<file path="src/sv/clp_pkg.sv">
package clp_pkg;

    localparam int unsigned LenW    = 6;
    localparam int unsigned PieceW  = 5;
    localparam int unsigned CornerW = 3;
    localparam int unsigned SlotW   = 4;
    localparam int unsigned CoordW  = 16;

    localparam logic [7:0] ChLf     = 8'h0A;
    localparam logic [7:0] ChCr     = 8'h0D;
    localparam logic [7:0] ChNul    = 8'h00;
    localparam logic [7:0] ChSpace  = 8'h20;
    localparam logic [7:0] ChTab    = 8'h09;
    localparam logic [7:0] ChPlus   = 8'h2B;
    localparam logic [7:0] ChMinus  = 8'h2D;
    localparam logic [7:0] ChZero   = 8'h30;
    localparam logic [7:0] ChNine   = 8'h39;
    localparam logic [7:0] ChLowerB = 8'h62;
    localparam logic [7:0] ChUpperB = 8'h42;

    localparam logic FuncByte  = 1'b0;
    localparam logic FuncClear = 1'b1;

    localparam logic KindPiece  = 1'b0;
    localparam logic KindCorner = 1'b1;

    typedef struct packed {
        logic              valid;
        logic              piece;
        logic [CoordW-1:0] x;
        logic [CoordW-1:0] y;
        logic              color;
    } t_line_end;

    function automatic logic is_blank(input logic [7:0] c);
        is_blank = (c == ChSpace) || (c >= ChTab && c <= ChCr);
    endfunction

    function automatic logic is_digit(input logic [7:0] c);
        is_digit = (c >= ChZero) && (c <= ChNine);
    endfunction

    function automatic logic is_sign(input logic [7:0] c);
        is_sign = (c == ChPlus) || (c == ChMinus);
    endfunction

    function automatic logic [CoordW-1:0] mac10(input logic [CoordW-1:0] acc,
                                                input logic [7:0]        c);
        mac10 = (acc << 3) + (acc << 1) + {{(CoordW-4){1'b0}}, c[3:0]};
    endfunction

endpackage

</file>
<file path="src/sv/clp_field_scan.sv">
module clp_field_scan #(
    parameter int unsigned LINE_CHARS = 47
) (
    input  logic               i_clk,
    input  logic               i_rst_n,
    input  logic               i_step,
    input  logic               i_func,
    input  logic [7:0]         i_rx_byte,
    output clp_pkg::t_line_end o_end
);

    typedef enum logic [3:0] {
        S_X_PRE,
        S_X_SIGN,
        S_X_DIG,
        S_Y_PRE,
        S_Y_SIGN,
        S_Y_DIG,
        S_AFTER_Y,
        S_WORD,
        S_FAIL
    } t_scan_state;

    localparam logic [clp_pkg::LenW-1:0] LineMax = clp_pkg::LenW'(LINE_CHARS);

    t_scan_state                   r_state, n_state;
    logic                          r_text_end, n_text_end;
    logic [clp_pkg::LenW-1:0]      r_len, n_len;
    logic [clp_pkg::CoordW-1:0]    r_x_acc, n_x_acc;
    logic [clp_pkg::CoordW-1:0]    r_y_acc, n_y_acc;
    logic                          r_x_neg, n_x_neg;
    logic                          r_y_neg, n_y_neg;
    logic                          r_color, n_color;

    logic                          line_end;
    logic                          blank, digit, sign, neg, word_color;
    logic [clp_pkg::CoordW-1:0]    x_val, y_val;

    assign blank      = clp_pkg::is_blank(i_rx_byte);
    assign digit      = clp_pkg::is_digit(i_rx_byte);
    assign sign       = clp_pkg::is_sign(i_rx_byte);
    assign neg        = (i_rx_byte == clp_pkg::ChMinus);
    assign word_color = !((i_rx_byte == clp_pkg::ChLowerB) ||
                          (i_rx_byte == clp_pkg::ChUpperB));
    assign line_end   = (i_rx_byte == clp_pkg::ChLf) || (i_rx_byte == clp_pkg::ChCr) ||
                        (r_len >= LineMax);

    assign x_val = r_x_neg ? (~r_x_acc + 1'b1) : r_x_acc;
    assign y_val = r_y_neg ? (~r_y_acc + 1'b1) : r_y_acc;

    always_comb begin
        o_end.valid = i_step && (i_func == clp_pkg::FuncByte) && line_end &&
                      (r_len != '0) &&
                      (r_state == S_Y_DIG || r_state == S_AFTER_Y || r_state == S_WORD);
        o_end.piece = (r_state == S_WORD);
        o_end.x     = x_val;
        o_end.y     = y_val;
        o_end.color = (r_state == S_WORD) ? r_color : 1'b0;
    end

    always_comb begin
        n_state    = r_state;
        n_text_end = r_text_end;
        n_len      = r_len;
        n_x_acc    = r_x_acc;
        n_y_acc    = r_y_acc;
        n_x_neg    = r_x_neg;
        n_y_neg    = r_y_neg;
        n_color    = r_color;
        if (i_step && i_func == clp_pkg::FuncByte) begin
            if (line_end) begin
                n_state    = S_X_PRE;
                n_text_end = 1'b0;
                n_len      = '0;
                n_x_neg    = 1'b0;
                n_y_neg    = 1'b0;
            end else begin
                n_len = r_len + 1'b1;
                if (i_rx_byte == clp_pkg::ChNul) begin
                    n_text_end = 1'b1;
                end else if (!r_text_end) begin
                    unique case (r_state)
                        S_X_PRE: begin
                            if (blank) begin
                                n_state = S_X_PRE;
                            end else if (sign) begin
                                n_state = S_X_SIGN;
                                n_x_neg = neg;
                            end else if (digit) begin
                                n_state = S_X_DIG;
                                n_x_acc = clp_pkg::mac10('0, i_rx_byte);
                            end else begin
                                n_state = S_FAIL;
                            end
                        end
                        S_X_SIGN: begin
                            if (digit) begin
                                n_state = S_X_DIG;
                                n_x_acc = clp_pkg::mac10('0, i_rx_byte);
                            end else begin
                                n_state = S_FAIL;
                            end
                        end
                        S_X_DIG, S_Y_PRE: begin
                            if (digit && r_state == S_X_DIG) begin
                                n_x_acc = clp_pkg::mac10(r_x_acc, i_rx_byte);
                            end else if (blank) begin
                                n_state = S_Y_PRE;
                            end else if (sign) begin
                                n_state = S_Y_SIGN;
                                n_y_neg = neg;
                            end else if (digit) begin
                                n_state = S_Y_DIG;
                                n_y_acc = clp_pkg::mac10('0, i_rx_byte);
                            end else begin
                                n_state = S_FAIL;
                            end
                        end
                        S_Y_SIGN: begin
                            if (digit) begin
                                n_state = S_Y_DIG;
                                n_y_acc = clp_pkg::mac10('0, i_rx_byte);
                            end else begin
                                n_state = S_FAIL;
                            end
                        end
                        S_Y_DIG, S_AFTER_Y: begin
                            if (digit && r_state == S_Y_DIG) begin
                                n_y_acc = clp_pkg::mac10(r_y_acc, i_rx_byte);
                            end else if (blank) begin
                                n_state = S_AFTER_Y;
                            end else begin
                                n_state = S_WORD;
                                n_color = word_color;
                            end
                        end
                        S_WORD:  n_state = S_WORD;
                        S_FAIL:  n_state = S_FAIL;
                        default: n_state = S_FAIL;
                    endcase
                end
            end
        end
    end

    always_ff @(posedge i_clk) begin
        if (!i_rst_n) begin
            r_state    <= S_X_PRE;
            r_text_end <= 1'b0;
            r_len      <= '0;
            r_x_neg    <= 1'b0;
            r_y_neg    <= 1'b0;
        end else begin
            r_state    <= n_state;
            r_text_end <= n_text_end;
            r_len      <= n_len;
            r_x_neg    <= n_x_neg;
            r_y_neg    <= n_y_neg;
        end
        r_x_acc <= n_x_acc;
        r_y_acc <= n_y_acc;
        r_color <= n_color;
    end

    a_len_bound: assert property (@(posedge i_clk) disable iff (!i_rst_n)
        r_len <= LineMax)
        else $error("line length beyond limit");

    a_end_resets: assert property (@(posedge i_clk) disable iff (!i_rst_n)
        o_end.valid |=> (r_len == '0) && (r_state == S_X_PRE))
        else $error("line state not cleared after line end");

endmodule

</file>
<file path="src/sv/clp_record_gate.sv">
module clp_record_gate #(
    parameter int unsigned MAX_PIECES  = 16,
    parameter int unsigned MAX_CORNERS = 4
) (
    input  logic                           i_clk,
    input  logic                           i_rst_n,
    input  logic                           i_step,
    input  logic                           i_func,
    input  clp_pkg::t_line_end             i_end,
    input  logic                           i_out_stall,
    output logic                           o_take,
    output logic                           o_out_valid,
    output logic                           o_record_kind,
    output logic [clp_pkg::SlotW-1:0]      o_slot,
    output logic signed [clp_pkg::CoordW-1:0] o_coord_x,
    output logic signed [clp_pkg::CoordW-1:0] o_coord_y,
    output logic                           o_piece_color
);

    localparam logic [clp_pkg::PieceW-1:0] MaxPieces  = clp_pkg::PieceW'(MAX_PIECES);
    localparam logic [clp_pkg::PieceW-1:0] MaxCorners = clp_pkg::PieceW'(MAX_CORNERS);

    logic [clp_pkg::PieceW-1:0]  r_pieces, n_pieces;
    logic [clp_pkg::CornerW-1:0] r_corners, n_corners;
    logic                        r_out_valid;
    logic                        r_kind;
    logic [clp_pkg::SlotW-1:0]   r_slot, n_slot;
    logic [clp_pkg::CoordW-1:0]  r_x, r_y;
    logic                        r_color;
    logic                        piece_room, corner_room, emit;

    assign o_take = !r_out_valid || !i_out_stall;

    assign piece_room  = r_pieces < MaxPieces;
    assign corner_room = {{(clp_pkg::PieceW-clp_pkg::CornerW){1'b0}}, r_corners} < MaxCorners;
    assign emit        = i_end.valid && (i_end.piece ? piece_room : corner_room);

    always_comb begin
        n_pieces  = r_pieces;
        n_corners = r_corners;
        n_slot    = i_end.piece ? r_pieces[clp_pkg::SlotW-1:0]
                                : clp_pkg::SlotW'(r_corners);
        if (i_step && i_func == clp_pkg::FuncClear) begin
            n_pieces  = '0;
            n_corners = '0;
        end else if (emit) begin
            if (i_end.piece) begin
                n_pieces = r_pieces + 1'b1;
            end else begin
                n_corners = r_corners + 1'b1;
            end
        end
    end

    always_ff @(posedge i_clk) begin
        if (!i_rst_n) begin
            r_pieces    <= '0;
            r_corners   <= '0;
            r_out_valid <= 1'b0;
        end else begin
            r_pieces  <= n_pieces;
            r_corners <= n_corners;
            if (o_take) begin
                r_out_valid <= emit;
            end
        end
        if (o_take && emit) begin
            r_kind  <= i_end.piece ? clp_pkg::KindPiece : clp_pkg::KindCorner;
            r_slot  <= n_slot;
            r_x     <= i_end.x;
            r_y     <= i_end.y;
            r_color <= i_end.color;
        end
    end

    assign o_out_valid   = r_out_valid;
    assign o_record_kind = r_kind;
    assign o_slot        = r_slot;
    assign o_coord_x     = r_x;
    assign o_coord_y     = r_y;
    assign o_piece_color = r_color;

    a_corner_colour: assert property (@(posedge i_clk) disable iff (!i_rst_n)
        o_out_valid && (o_record_kind == clp_pkg::KindCorner) |-> !o_piece_color)
        else $error("corner record with colour set");

    a_piece_bound: assert property (@(posedge i_clk) disable iff (!i_rst_n)
        r_pieces <= MaxPieces)
        else $error("piece count beyond limit");

    a_clear: assert property (@(posedge i_clk) disable iff (!i_rst_n)
        i_step && (i_func == clp_pkg::FuncClear) |=> (r_pieces == '0) && (r_corners == '0))
        else $error("counts not cleared");

    a_emit_only_on_step: assert property (@(posedge i_clk) disable iff (!i_rst_n)
        emit |-> i_step && o_take)
        else $error("record raised without a stepped item");

endmodule

</file>
<file path="src/sv/coordinate_line_parser_top.sv">
// result path: a closing byte passes the input register, then the result register, before its result item is valid
// throughput: one item per cycle while i_out_stall is low, set by the input register and result register
// each byte advances the field scanner once; no line buffer is held
// reset: synchronous, active low; clears line length, scan state, counts and valids
module coordinate_line_parser_top #(
    parameter int unsigned MAX_PIECES  = 16,
    parameter int unsigned MAX_CORNERS = 4,
    parameter int unsigned LINE_CHARS  = 47
) (
    input  logic                               i_clk,
    input  logic                               i_rst_n,
    input  logic                               i_in_valid,
    output logic                               o_in_stall,
    input  logic                               i_func,
    input  logic [7:0]                         i_rx_byte,
    output logic                               o_out_valid,
    input  logic                               i_out_stall,
    output logic                               o_record_kind,
    output logic [clp_pkg::SlotW-1:0]          o_slot,
    output logic signed [clp_pkg::CoordW-1:0]  o_coord_x,
    output logic signed [clp_pkg::CoordW-1:0]  o_coord_y,
    output logic                               o_piece_color
);

    logic               r_in_valid;
    logic               r_func;
    logic [7:0]         r_byte;
    logic               take;
    logic               step;
    clp_pkg::t_line_end line_end;

    assign step       = r_in_valid && take;
    assign o_in_stall = r_in_valid && !take;

    always_ff @(posedge i_clk) begin
        if (!i_rst_n) begin
            r_in_valid <= 1'b0;
        end else if (!o_in_stall) begin
            r_in_valid <= i_in_valid;
        end
        if (i_in_valid && !o_in_stall) begin
            r_func <= i_func;
            r_byte <= i_rx_byte;
        end
    end

    clp_field_scan #(
        .LINE_CHARS (LINE_CHARS)
    ) u_scan (
        .i_clk     (i_clk),
        .i_rst_n   (i_rst_n),
        .i_step    (step),
        .i_func    (r_func),
        .i_rx_byte (r_byte),
        .o_end     (line_end)
    );

    clp_record_gate #(
        .MAX_PIECES  (MAX_PIECES),
        .MAX_CORNERS (MAX_CORNERS)
    ) u_gate (
        .i_clk         (i_clk),
        .i_rst_n       (i_rst_n),
        .i_step        (step),
        .i_func        (r_func),
        .i_end         (line_end),
        .i_out_stall   (i_out_stall),
        .o_take        (take),
        .o_out_valid   (o_out_valid),
        .o_record_kind (o_record_kind),
        .o_slot        (o_slot),
        .o_coord_x     (o_coord_x),
        .o_coord_y     (o_coord_y),
        .o_piece_color (o_piece_color)
    );

endmodule
</file>
<file path="config.mk">
export PLATFORM = sky130hd
export DESIGN_NAME = coordinate_line_parser_top
export DESIGN_NICKNAME = d
export VERILOG_FILES = /design/src/sv/clp_pkg.sv /design/src/sv/clp_field_scan.sv /design/src/sv/clp_record_gate.sv /design/src/sv/coordinate_line_parser_top.sv
export SDC_FILE = /design/constraint.sdc
export NUM_CORES = 1
export LEC_CHECK = 0
export BUFFER_PORTS_ARGS = -buffer_cell sky130_fd_sc_hd__buf_2
export CAP_MARGIN = 20
export CORE_ASPECT_RATIO = 1.75
export CORE_MARGIN = 2
export CORE_UTILIZATION = 45
export DETAILED_ROUTE_END_ITERATION = 12
export GPL_TIMING_DRIVEN = 1
export PLACE_DENSITY = 0.65
export SETUP_SLACK_MARGIN = 0.2
export SYNTH_ARGS = -nofsm -noshare
export SYNTH_HDL_FRONTEND = slang
export SYNTH_SLANG_ARGS = --single-unit
export TNS_END_PERCENT = 1
</file>
<file path="constraint.sdc">
create_clock -name i_clk -period 6.1 [get_ports i_clk]
set_clock_uncertainty 0.2 [all_clocks]
set_input_delay 1.525 -clock i_clk [delete_from_list [all_inputs] [get_ports i_clk]]
set_output_delay 1.525 -clock i_clk [all_outputs]
set_load 0.02 [all_outputs]
</file>
# After elaboration in Yosys (flattened, before gate mapping)
# Index checks and enable logic that the tools add are counted.
# totals
mem_count	0
word_cells	164
romBits	0
inputBits	13
mem_bits_rw	0
out_inout_bits	40
latch_bits	0
register_bits	103
# classes
reduce_logical	48
bitwise	10
multipliers	0
add_sub_neg	9
n_eq_ne	27
n_lt_le_gt_ge	7
shifts	0
div	0
n_mux	43
# op_table
cell	count
$mux 16	11
$pmux 16 s3	2
$mux 4	11
$add 16x1->16 const B	2
$add 16x16->16	2
$add 16x4->16	2
$not 16->16	2
$eq 8x6->1 const B	3
$pmux 4 s6	1
$eq 4x3->1 const B	4
$eq 8x4->1 const B	2
$eq 8x7->1 const B	2
$mux 1	16
$logic_and 1x1->1	14
$reduce_and 7->1	2
$ne 2x2->1 const B	6
$ne 2x1->1 const B	5
$reduce_and 9->1	1
$eq 4x2->1 const B	2
$ge 8x4->1 const B	1
$ge 8x6->1 const B	1
$le 8x4->1 const B	1
$le 8x6->1 const B	1
$logic_not 8->1	1
other kinds (22)	49

# Logic depth before layout (Yosys ltp)
# Gate-level depths: netlist (run 1).
# depth
ltp_word	10
ltp_mapped	9
mapped_depth_nobuf	9

# Hierarchy
# Synthesis (run 1) repeated with hierarchy kept, for this count alone.
# hier_totals
hier_cells	617
hier_area_um2	6503.7
# modules_own_cells
module	area_per_inst_um2	cells_per_inst	instances	seq_area_each_um2
clp_field_scan	4601.9	518	1	1251.2
clp_record_gate	1577.8	85	1	1321.3
coordinate_line_parser_top	324.1	14	1	290.3

# Worst setup path before layout (run 1)
# OpenSTA, ideal clock, no wires.
# synth_timing
kind	input to register
start	in i_out_stall
end	reg u_scan.r_x_acc[0] (netlist bit), enable pin
path_stages	5
arrival_time_ps	3449
required_time_ps	5491
n_path_buf	0
slack_ps	2042
path_cell_list	nand2_1 nand3b_1 nor3_2 nand3_1 nor3_1
# synth_between
elab_chain_len	5
# synth_rtl
element	line_no	text
start: declaration	coordinate_line_parser_top.sv:17	input logic i_out_stall,
$logic_not 1->1	clp_record_gate.sv:32	assign o_take = !r_out_valid || !i_out_stall;
$logic_or 1x1->1	clp_record_gate.sv:32	
$logic_and 1x1->1	coordinate_line_parser_top.sv:32	assign step = r_in_valid && take;
$logic_and 1x1->1	clp_field_scan.sv:70	if (i_step && i_func == clp_pkg::FuncByte) begin
$reduce_and 8->1 (no source line)	--	
end signal: assignment	clp_field_scan.sv:160	r_x_acc <= n_x_acc;
end: declaration	clp_field_scan.sv:29	logic [clp_pkg::CoordW-1:0] r_x_acc, n_x_acc;
# No other way between the ends.
# A chain may end at the register's enable or synchronous reset.

# Worst setup path after layout (run 1)
# layout_timing
start	in i_out_stall
end	out o_in_stall
# layout_between
elab_chain_len	4
# layout_rtl
element	line_no	text
$logic_not 1->1	clp_record_gate.sv:32	
$logic_or 1x1->1	clp_record_gate.sv:32	
$logic_not 1->1	coordinate_line_parser_top.sv:33	assign o_in_stall = r_in_valid && !take;
$logic_and 1x1->1	coordinate_line_parser_top.sv:33	
end: declaration	coordinate_line_parser_top.sv:13	output logic o_in_stall,
# No other way between the ends.

==> results.toml, run 1 <==
[cts]
cts_setup_buffers = 0
ctsResizeCount = 0
cts_buffers = 9
holdBufCountCts = 0
clkSinkCount = 103
cts_tree = "yes"
path_clk_slew_ns = 0.07
root_buffer = "clkbuf_16"
cts_buffer_depth = 2
htreeDepth = 3
clock_latency_ns = 0.35

[global_route]
grt_max_degree = 39
grt_antenna_before_repair = 0
first_global_vias = 4541
grt_use_total_pct = 17.6
grt_overflow_total = 0
grt_pass1_wl_um = 20900

[layout]
seq_area_um2 = 2860
utilization_pct = 51.9
multi_input_comb_area_um2 = 3250
stdcell_area_um2 = 6980
fin_cells = 823
final_cell_mix = "edfxtp_1, nand2_1, nor2_1, ha_1, buf_2"
antenna-diode-count = 0
layout.nets = 719
fillerInstances = 1255
area_growth_pct = 12.5
drive_above_1_share_pct = 14.3
final_common_cell = "edfxtp_1"

[timing]
tns_ns = 0
fmax_mhz = 270
drv_slew = 0
hold_viol = 0
min_period_ns = 3.71
worstMarginPinSlew_ns = 0.923
final-setup-viol-count = 0
rsz0062_at_grt = "no"
slew_headroom_pct = 38.2
post-route-period-util_pct = 60.8

[synth]
synthFlopType = "edfxtp_1"
netlist_area_um2 = 6210
yosysUniqueCellTypes = 61
syn-num-nets = 662
ys_ff_latch = 103
synth_edf_count = 80
synthArstFlopShare_pct = 0
synth_area_per_cell_um2 = 10.6
netlist_instances = 587
synth.yosys.warnings = 0
yosysSeqAreaShare_pct = 46.1

[critical_path]
cpPeakStageDelay_ns = 0.19
crit_chain = "buf_2, and3_1, buf_2"
reg2reg_depth = 8
reg2reg_from = "r_byte[3]"
cp_data_arrival_time_ns = 1.98
worst_setup_path_start_kind = "input pin"
r2r-end = "u_scan.r_y_acc[15]"
crit_slowest_cell = "and3_1"
crit_type = "in -> out"
cpMostUsedCell = "buf_2"
crit_fanout = 3
critPathCaptureType = "output pin"
r2r_slack_ns = 2.67
cp.required_ns = 4.38

[place]
hpwl_um = 9800
place_inst = 805
portBuffers = 52
placed_area_um2 = 6670
place_congestion = 0.866

[power]
pwr-share-seq_pct = 55.0
pwr-share-comb_pct = 3.9
p_sw_share_pct = 21.4
power_switching_uw = 300
p_int_mw = 1.10
vdd_drop_max_mv = 0.152
clockPowerShare_pct = 41.1
cellPowerDensity_nw_per_um2 = 200
p_leak_nw = 2.56
design_power_total_mw = 1.40

[routing]
vias = 4548
wl_per_cell_um = 15.3
viasPerCell = 5.53
totalWireLength_um = 12600
drc = 0
drt_pass1_iterations = 4
dr.first_iter.drc_count = 215
ant_nets = 0

[die]
io_pins = 53
start_util_pct = 46.1
chipWidth_um = 92.8
fp.dieH_um = 159
core_region_area_um2 = 13500
fp-row-count = 56
dieArea_um2 = 14800

[min_path]
worst_hold_path.endpoint = "u_gate.r_pieces[1]"
whs_path_depth = 2
worst_hold_startpoint = "u_gate.r_pieces[1]"
worst_hold_path_type = "reg -> reg"

[outcome]
status = "finished clean"

[job]
drv_cap = 0
## kinds of logic (layout without fill, tap and decap cells)
kind of cell / count (synthesis) / count (layout) / synth area share, %
AOI/OAI and AO/OA: 96 / 96 / 10.9
and+or+nand+nor: 232 / 232 / 18.5
adders and majority gates: 62 / 62 / 13.0
buffers and inverters: 26 / 88 / 1.67
muxes: 7 / 7 / 1.21
xor gates and xnor gates: 61 / 61 / 8.61
DFF: 103 / 103 / 46.1
## stage by stage
| step | worst slack [ns] | hold slack [ns] |
|---|---|---|
| after floorplan | 2.04 | 0.250 |
| after global placement | 2.09 | 0.270 |
| after detailed placement | 2.00 | 0.285 |
| after CTS | 2.37 | 0.296 |
| after global routing | 2.30 | 0.326 |
| final | 2.39 | 0.294 |
## cell usage after synthesis (7+ instances only)
cell,count,area [µm²]
a21oi_1,28,140
o21ai_0,17,85.1
nor2_1,59,221
nand2_1,63,236
nor3_1,20,100
nor2b_1,13,81.3
inv_1,16,60.1
xnor2_1,43,377
dfxtp_1,23,460
nand3_1,22,110
nor4_1,7,43.8
xor2_1,18,158
ha_1,58,726
o31ai_1,13,97.6
edfxtp_1,80,2400
## flip-flops by register name, summed over array words and instances (netlist names), 3 cells and up
name and cells:
u_gate.o_coord_x 16, u_gate.o_coord_y 16, u_scan.r_x_acc 16, u_scan.r_y_acc 16, r_byte 8, u_scan.r_len 6
u_gate.r_pieces 5, u_gate.o_slot 4, u_scan.r_state 4, u_gate.r_corners 3
## worst max-delay path by stage
stage                           start            endpoint  cells after the start
final                     i_out_stall          o_in_stall                      3
after global routing      i_out_stall   u_scan.r_y_acc[6]                      7
after CTS                 i_out_stall   u_scan.r_x_acc[6]                      6
after detailed placement  i_out_stall  u_scan.r_x_acc[12]                      6
after global placement    i_out_stall  u_scan.r_x_acc[10]                      6
after floorplan           i_out_stall   u_scan.r_x_acc[0]                      5
## power by group through the flow
stage / combinational, mW / sequential, mW / clock [mW]
after global routing: 0.0630 / 0.771 / 0.615
after CTS: 0.0553 / 0.769 / 0.588
after detailed placement: 0.0553 / 0.785 / 0
after global placement: 0.0529 / 0.784 / 0
final: 0.0548 / 0.769 / 0.574
after floorplan: 0.0444 / 0.778 / 0
## routing by layer
metal	wire length (µm)	global-route usage (%)	share of wire [%]	vias up
met2	7090	34.2	56	101
met4	176	5.55	1.4	0
li1	-	-	-	2275
met3	419	2.93	3.3	14
met1	4920	18.7	39	2158
met5	0	0	0	-
## worst max-delay path: cells and delay by family
kind / cells / cell delay (ns)
buffers and inverters: 2 / 0.26
and+or+nand+nor: 1 / 0.19
## layout make-up
type                       count  area share [%]
multi-input combinational    458            46.5
timing repair buffer          56            4.26
clock buffer                   9            3.23
sequential                   103            41.0
clock inverter                 7            1.04
inverter                      16           0.860
tap                          174            3.12
Power figures use the tool's default switching activity.
==> run 2: changes to the inputs <==
--- a/config.mk
+++ b/config.mk
@@ -5,6 +5,7 @@
 export SDC_FILE = /design/constraint.sdc
 export NUM_CORES = 1
 export LEC_CHECK = 0
+export ABC_AREA = 1
 export BUFFER_PORTS_ARGS = -buffer_cell sky130_fd_sc_hd__buf_2
 export CAP_MARGIN = 20
 export CORE_ASPECT_RATIO = 1.75
@@ -12,7 +13,7 @@
 export CORE_UTILIZATION = 45
 export DETAILED_ROUTE_END_ITERATION = 12
 export GPL_TIMING_DRIVEN = 1
-export PLACE_DENSITY = 0.65
+export PLACE_DENSITY = 0.67
 export SETUP_SLACK_MARGIN = 0.2
 export SYNTH_ARGS = -nofsm -noshare
 export SYNTH_HDL_FRONTEND = slang
==> constraint.sdc (replaced) <==
create_clock -name i_clk -period 3.3 [get_ports i_clk]
set_clock_uncertainty 0.2 [all_clocks]
set_input_delay 0.825 -clock i_clk [delete_from_list [all_inputs] [get_ports i_clk]]
set_output_delay 0.825 -clock i_clk [all_outputs]
set_load 0.02 [all_outputs]
==> run 2 against run 1 <==
Against the previous run: final cell count is 17% higher; highest routed layer unchanged; sequential power is 83% higher; wire length is 7.6% higher; worst setup slack worse by 1.9 ns; global-route usage is 0.95 points higher.
==> results.toml, run 2 <==
[outcome]
status = "finished clean"

[synth]
yosysUniqueCellTypes = 41
synth_edf_count = 80
syn-num-nets = 796
synth_area_per_cell_um2 = 8.91
netlist_area_um2 = 6420
synthFlopType = "edfxtp_1"
synth.yosys.warnings = 0
synthArstFlopShare_pct = 0
netlist.area_leader.share_pct = 37.4
synthTopCellsByCount = "nand2_1, edfxtp_1, inv_1, nor2_1, a21oi_1"
yosysTopAreaCell = "edfxtp_1"
yosysMostFrequentCell = "nand2_1"
ys_ff_latch = 103
netlist_instances = 721
yosysSeqAreaShare_pct = 44.6
netlist_top_cells_area = "edfxtp_1, ha_1, nand2_1"

[timing]
hold_slack_ns = 0.279
fmax_mhz = 360
final-setup-viol-count = 0
rsz0062_at_grt = "no"
slew_headroom_pct = 61.2
tns_ns = 0
worstMarginPinSlew_ns = 0.581
min_period_ns = 2.78
drv_slew = 0
hold_viol = 0
post-route-period-util_pct = 84.1

[cts]
cts_buffer_depth = 2
holdBufCountCts = 0
cts_buffers = 9
ctsResizeCount = 0
htreeDepth = 3
clock_latency_ns = 0.35
clkSinkCount = 103
root_buffer = "clkbuf_16"
cts_tree = "yes"
path_clk_slew_ns = 0.07
cts_setup_buffers = 0

[layout]
fillerInstances = 1315
drive_above_1_share_pct = 13.6
final_common_cell = "nand2_1"
final_cell_mix = "nand2_1, edfxtp_1, inv_1, nor2_1, a21oi_1"
layout.nets = 856
area_growth_pct = 12.1
fin_cells = 963
antenna-diode-count = 0

[critical_path]
crit_fanout = 7
critPathCaptureType = "flop"
startpoint = "r_byte[3]"
crit_chain = "fa_1, fa_1, nand3_1, nand2_1, a21oi_1, o21bai_1, nor2_1, nor2_1"
cp_data_arrival_time_ns = 2.69
cp.required_ns = 3.21
crit_slowest_cell = "fa_1"
r2r_slack_ns = 0.52
reg2reg_depth = 8
endpoint = "u_scan.r_x_acc[12]"
cpPeakStageDelay_ns = 0.59
crit_cells = 8
reg2reg_from = "r_byte[3]"
crit_buf_inv = 0
crit_type = "reg -> reg"
r2r-end = "u_scan.r_x_acc[12]"
worst_setup_path_start_kind = "flop"
critPathTopFamily = "adder cells"

[power]
vdd_drop_max_mv = 0.278
p_leak_nw = 3.10
cellPowerDensity_nw_per_um2 = 354
design_power_total_mw = 2.55

[place]
place_congestion = 0.906
hpwl_um = 10700
place_inst = 947
portBuffers = 52

[global_route]
grt_overflow_total = 0
grt_max_degree = 33
first_global_vias = 4985
grt_antenna_before_repair = 0
grt_pass1_wl_um = 22500
grt_use_total_pct = 18.5

[min_path]
worst_hold_path_type = "reg -> reg"

[die]
io_pins = 53
fp-row-count = 57
chipWidth_um = 94.3
fp.dieH_um = 162
start_util_pct = 46.2
dieArea_um2 = 15300
core_region_area_um2 = 13900

[routing]
dr.first_iter.drc_count = 298
drt_pass1_iterations = 5
viasPerCell = 5.25
vias = 5054
totalWireLength_um = 13600
ant_nets = 0
wl_per_cell_um = 14.1
drc = 0

[job]
drv_cap = 0
## run 2: changes by cell type after synthesis, moves of 9 or more
cell / previous run / this run
nand2_1: 63 / 129
inv_1: 16 / 73
a21oi_1: 28 / 70
xnor2_1: 43 / 2
o21ai_0: 17 / 38
nand3_1: 22 / 42
nor3_1: 20 / 3
xor2_1: 18 / 35
nor2_1: 59 / 72
nor2b_1: 13 / 0
o31ai_1: 13 / 2
inv_2: 0 / 9
## run 2: kinds of logic after synthesis
logic type / after synthesis / share of synthesized area, %
fa+ha+maj: 62 / 12.5
buf+inv: 91 / 5.59
xor+xnor: 37 / 5.05
compound gates: 144 / 12.3
flops: 103 / 44.6
simple gates: 284 / 19.9
## run 2: per-layer routing
layer | part of all wire [%] | global-route usage [%] | vias to the layer above
met5 | 0 | 0 | -
met4 | 2.3 | 7.44 | 0
met3 | 2.9 | 2.23 | 22
met2 | 56 | 36.6 | 100
met1 | 39 | 19.1 | 2340
li1 | - | - | 2592
## run 2: layout make-up
type                            instances  area [µm²]  area share [%]
Clock buffer                           14         275            3.82
Timing Repair Buffer                   56         303            4.21
Multi-Input combinational cell        527        3210            44.6
Inverter                               84         315            4.38
Sequential cell                       103        2860            39.8
Tap cell                              177         221            3.08
Clock inverter                          2        13.8           0.191
## run 2: how the worst min path moves through the flow
stage | startpoint | end | slack [ns] | cells past startpoint
after CTS | u_gate.r_pieces[3] | u_gate.r_pieces[3] | 0.28 | 2
after floorplan | u_gate.r_pieces[3] | u_gate.r_pieces[3] | 0.24 | 2
final | u_gate.r_pieces[3] | u_gate.r_pieces[3] | 0.28 | 2
after detailed placement | u_gate.r_pieces[3] | u_gate.r_pieces[3] | 0.27 | 2
after global routing | u_gate.r_pieces[3] | u_gate.r_pieces[3] | 0.30 | 2
after global placement | u_gate.r_pieces[3] | u_gate.r_pieces[3] | 0.25 | 2
## run 2: report_power, final
group / switching (mW) / internal [mW] / leakage [nW]
logic: 0.0672 / 0.0370 / 2.05
registers: 0.0150 / 1.40 / 0.907
clock network: 0.451 / 0.580 / 0.142
total: 0.533 / 2.01 / 3.10
## run 2: worst min-delay path, cell delays in order (launching register included)
cell,delay (ns)
dfxtp_1,0.31
nand2_1,0.06
a21oi_1,0.06
## run 2: through the flow
step	area, µm²	worst slack, ns	util [%]
after global routing	7200	0.295	51.8
after detailed placement	6910	0.509	49.7
final	7200	0.523	51.8
after floorplan	6430	0.187	-
after global placement	6910	0.577	49.7
after CTS	7200	0.520	51.8
==> run 3: changes to the inputs <==
==> constraint.sdc (replaced) <==
create_clock -name i_clk -period 2.3 [get_ports i_clk]
set_clock_uncertainty 0.2 [all_clocks]
set_input_delay 0.575 -clock i_clk [delete_from_list [all_inputs] [get_ports i_clk]]
set_output_delay 0.575 -clock i_clk [all_outputs]
set_load 0.02 [all_outputs]
==> run 3 against run 2 <==
Against the previous run: sequential power increased by 43%; fmax increased by 14%; total power increased by 51%; worst setup slack got worse by 0.66 ns; largest power group unchanged; highest routed layer unchanged; global-route usage increased by 1.8 points; combinational power increased by 97%; core utilization increased by 7.1 points; first-iteration DRC count increased by 8.1%; sequential share of layout area decreased by 4.8 points; register-to-register slack got worse by 0.66 ns; the flow now finishes with violations (negative setup slack); die area unchanged; critical path depth unchanged.
==> results.toml, run 3 (synthesis results as in run 2) <==
[layout]
final_common_cell = "nand2_1"
antenna-diode-count = 0
stdcell_area_um2 = 8190
drive_above_1_share_pct = 28.8
fin_cells = 1034
final_cell_mix = "nand2_1, edfxtp_1, nor2_1, inv_1, buf_4"
area_growth_pct = 27.5
layout.nets = 927

[routing]
vias = 5565
wl_per_cell_um = 15.0
totalWireLength_um = 15500
ant_nets = 0
drt_pass1_iterations = 5
drc = 0
viasPerCell = 5.38
dr.first_iter.drc_count = 322

[place]
portBuffers = 52
placed_area_um2 = 7440
place_ws_ns = -0.229
place_inst = 1009
place_congestion = 0.904
hpwl_um = 11500

[global_route]
grt_use_total_pct = 20.3
first_global_vias = 5583
grt_antenna_before_repair = 0
grt_max_degree = 38
grt_overflow_total = 0
grt_pass1_wl_um = 24700

[critical_path]
cp_data_arrival_time_ns = 2.34
critPathTopFamily = "adder cells"
startpoint = "r_byte[3]"
reg2reg_from = "r_byte[3]"
cpPeakStageDelay_ns = 0.52
crit_buf_inv = 0
critPathCaptureType = "flop"
r2r-end = "u_scan.r_y_acc[12]"
crit_type = "reg -> reg"
worst_setup_path_start_kind = "flop"
crit_slowest_cell = "fa_2"
reg2reg_depth = 8
crit_chain = "fa_2, fa_2, nand3_2, nand2_4, a21oi_4, o21bai_1, nor2_1, nor2_1"
cp.required_ns = 2.21
r2r_slack_ns = -0.13
crit_fanout = 3

[cts]
clock_latency_ns = 0.34
cts_buffers = 9
cts_tree = "yes"
cts_buffer_depth = 2
root_buffer = "clkbuf_16"
holdBufCountCts = 0
path_clk_slew_ns = 0.07
clkSinkCount = 103
htreeDepth = 3

[min_path]
worst_hold_path.endpoint = "r_byte[5]"
whs_path_depth = 1
worst_hold_startpoint = "i_rx_byte[5]"
worst_hold_path_type = "in -> reg"

[die]
start_util_pct = 46.2
io_pins = 53
fp-row-count = 57
dieArea_um2 = 15300
fp.dieH_um = 162
chipWidth_um = 94.3
core_region_area_um2 = 13900

[timing]
slew_headroom_pct = 70.5
post-route-period-util_pct = 106
worstMarginPinSlew_ns = 0.435
rsz0062_at_grt = "yes"
drv_slew = 0
fmax_mhz = 411
setup_ws_ns = -0.133
hold_viol = 0
min_period_ns = 2.43
final-setup-viol-count = 47
tns_ns = -1.70

[power]
vdd_drop_max_mv = 0.340
p_leak_nw = 3.48
cellPowerDensity_nw_per_um2 = 469

[outcome]
violations = "negative setup slack"
status = "complete, but fails checks"

[job]
drv_cap = 0
[run 3: cell types whose count changed in the layout (fill, tap and decap cells not counted), moves of 10 or more]
cell	change
ha_1	-10
o21ai_2	+10
a21oi_1	-12
nand2_2	+11
nand2_1	-13
o21ai_0	-19
a21oi_2	+10
buf_4	+62
[run 3: metal layers]
layer	share of wire (%)	global-route usage, %	wire [µm]
met5	0	0	0
met4	4.4	12.2	679
met3	3.7	2.78	579
met2	56	38.8	8720
met1	36	20.1	5520
[run 3: per-stage QoR]
stage | total power, mW | hold slack [ns] | utilization, %
6_report | 3.84 | 0.208 | 58.9
5_1_grt | 3.95 | 0.204 | 58.9
4_1_cts | 3.85 | 0.198 | 57.4
3_5_place_dp | 2.24 | 0.261 | 53.5
3_3_place_gp | 2.23 | 0.248 | 53.5
2_1_floorplan | 2.17 | 0.239 | -
[run 3: how the worst max path moves through the flow]
stage / cells past startpoint / end
floorplan: 8 / u_scan.r_y_acc[12]
global placement: 8 / u_scan.r_x_acc[14]
detailed placement: 8 / u_scan.r_y_acc[15]
CTS: 8 / u_scan.r_y_acc[15]
global route: 8 / u_scan.r_y_acc[12]
finish: 8 / u_scan.r_y_acc[12]
[run 3: power breakdown]
part	total (mW)	internal, mW	switching, mW	leakage, nW
clock	1.61	0.945	0.669	0.147
sequential	2.02	2.00	0.0171	0.907
combinational	0.205	0.0845	0.120	2.43
[run 3: layout make-up]
type	count	area, µm²
Fill cell	1188	5720
Tap cell	177	221
Timing Repair Buffer	127	887
Sequential cell	103	2860
Clock buffer	9	225
Clock inverter	7	87.6
Inverter	84	328
Multi-Input combinational cell	527	3580
[run 3: repair_timing]
| item | in CTS | in global routing |
|---|---|---|
| hold endpoints to repair | 0 | 0 |
| pin swaps | 29 | 34 |
| setup buffers | 6 | 3 |
| setup endpoints to repair | 105 | 123 |
| gates resized for setup | 56 | 50 |
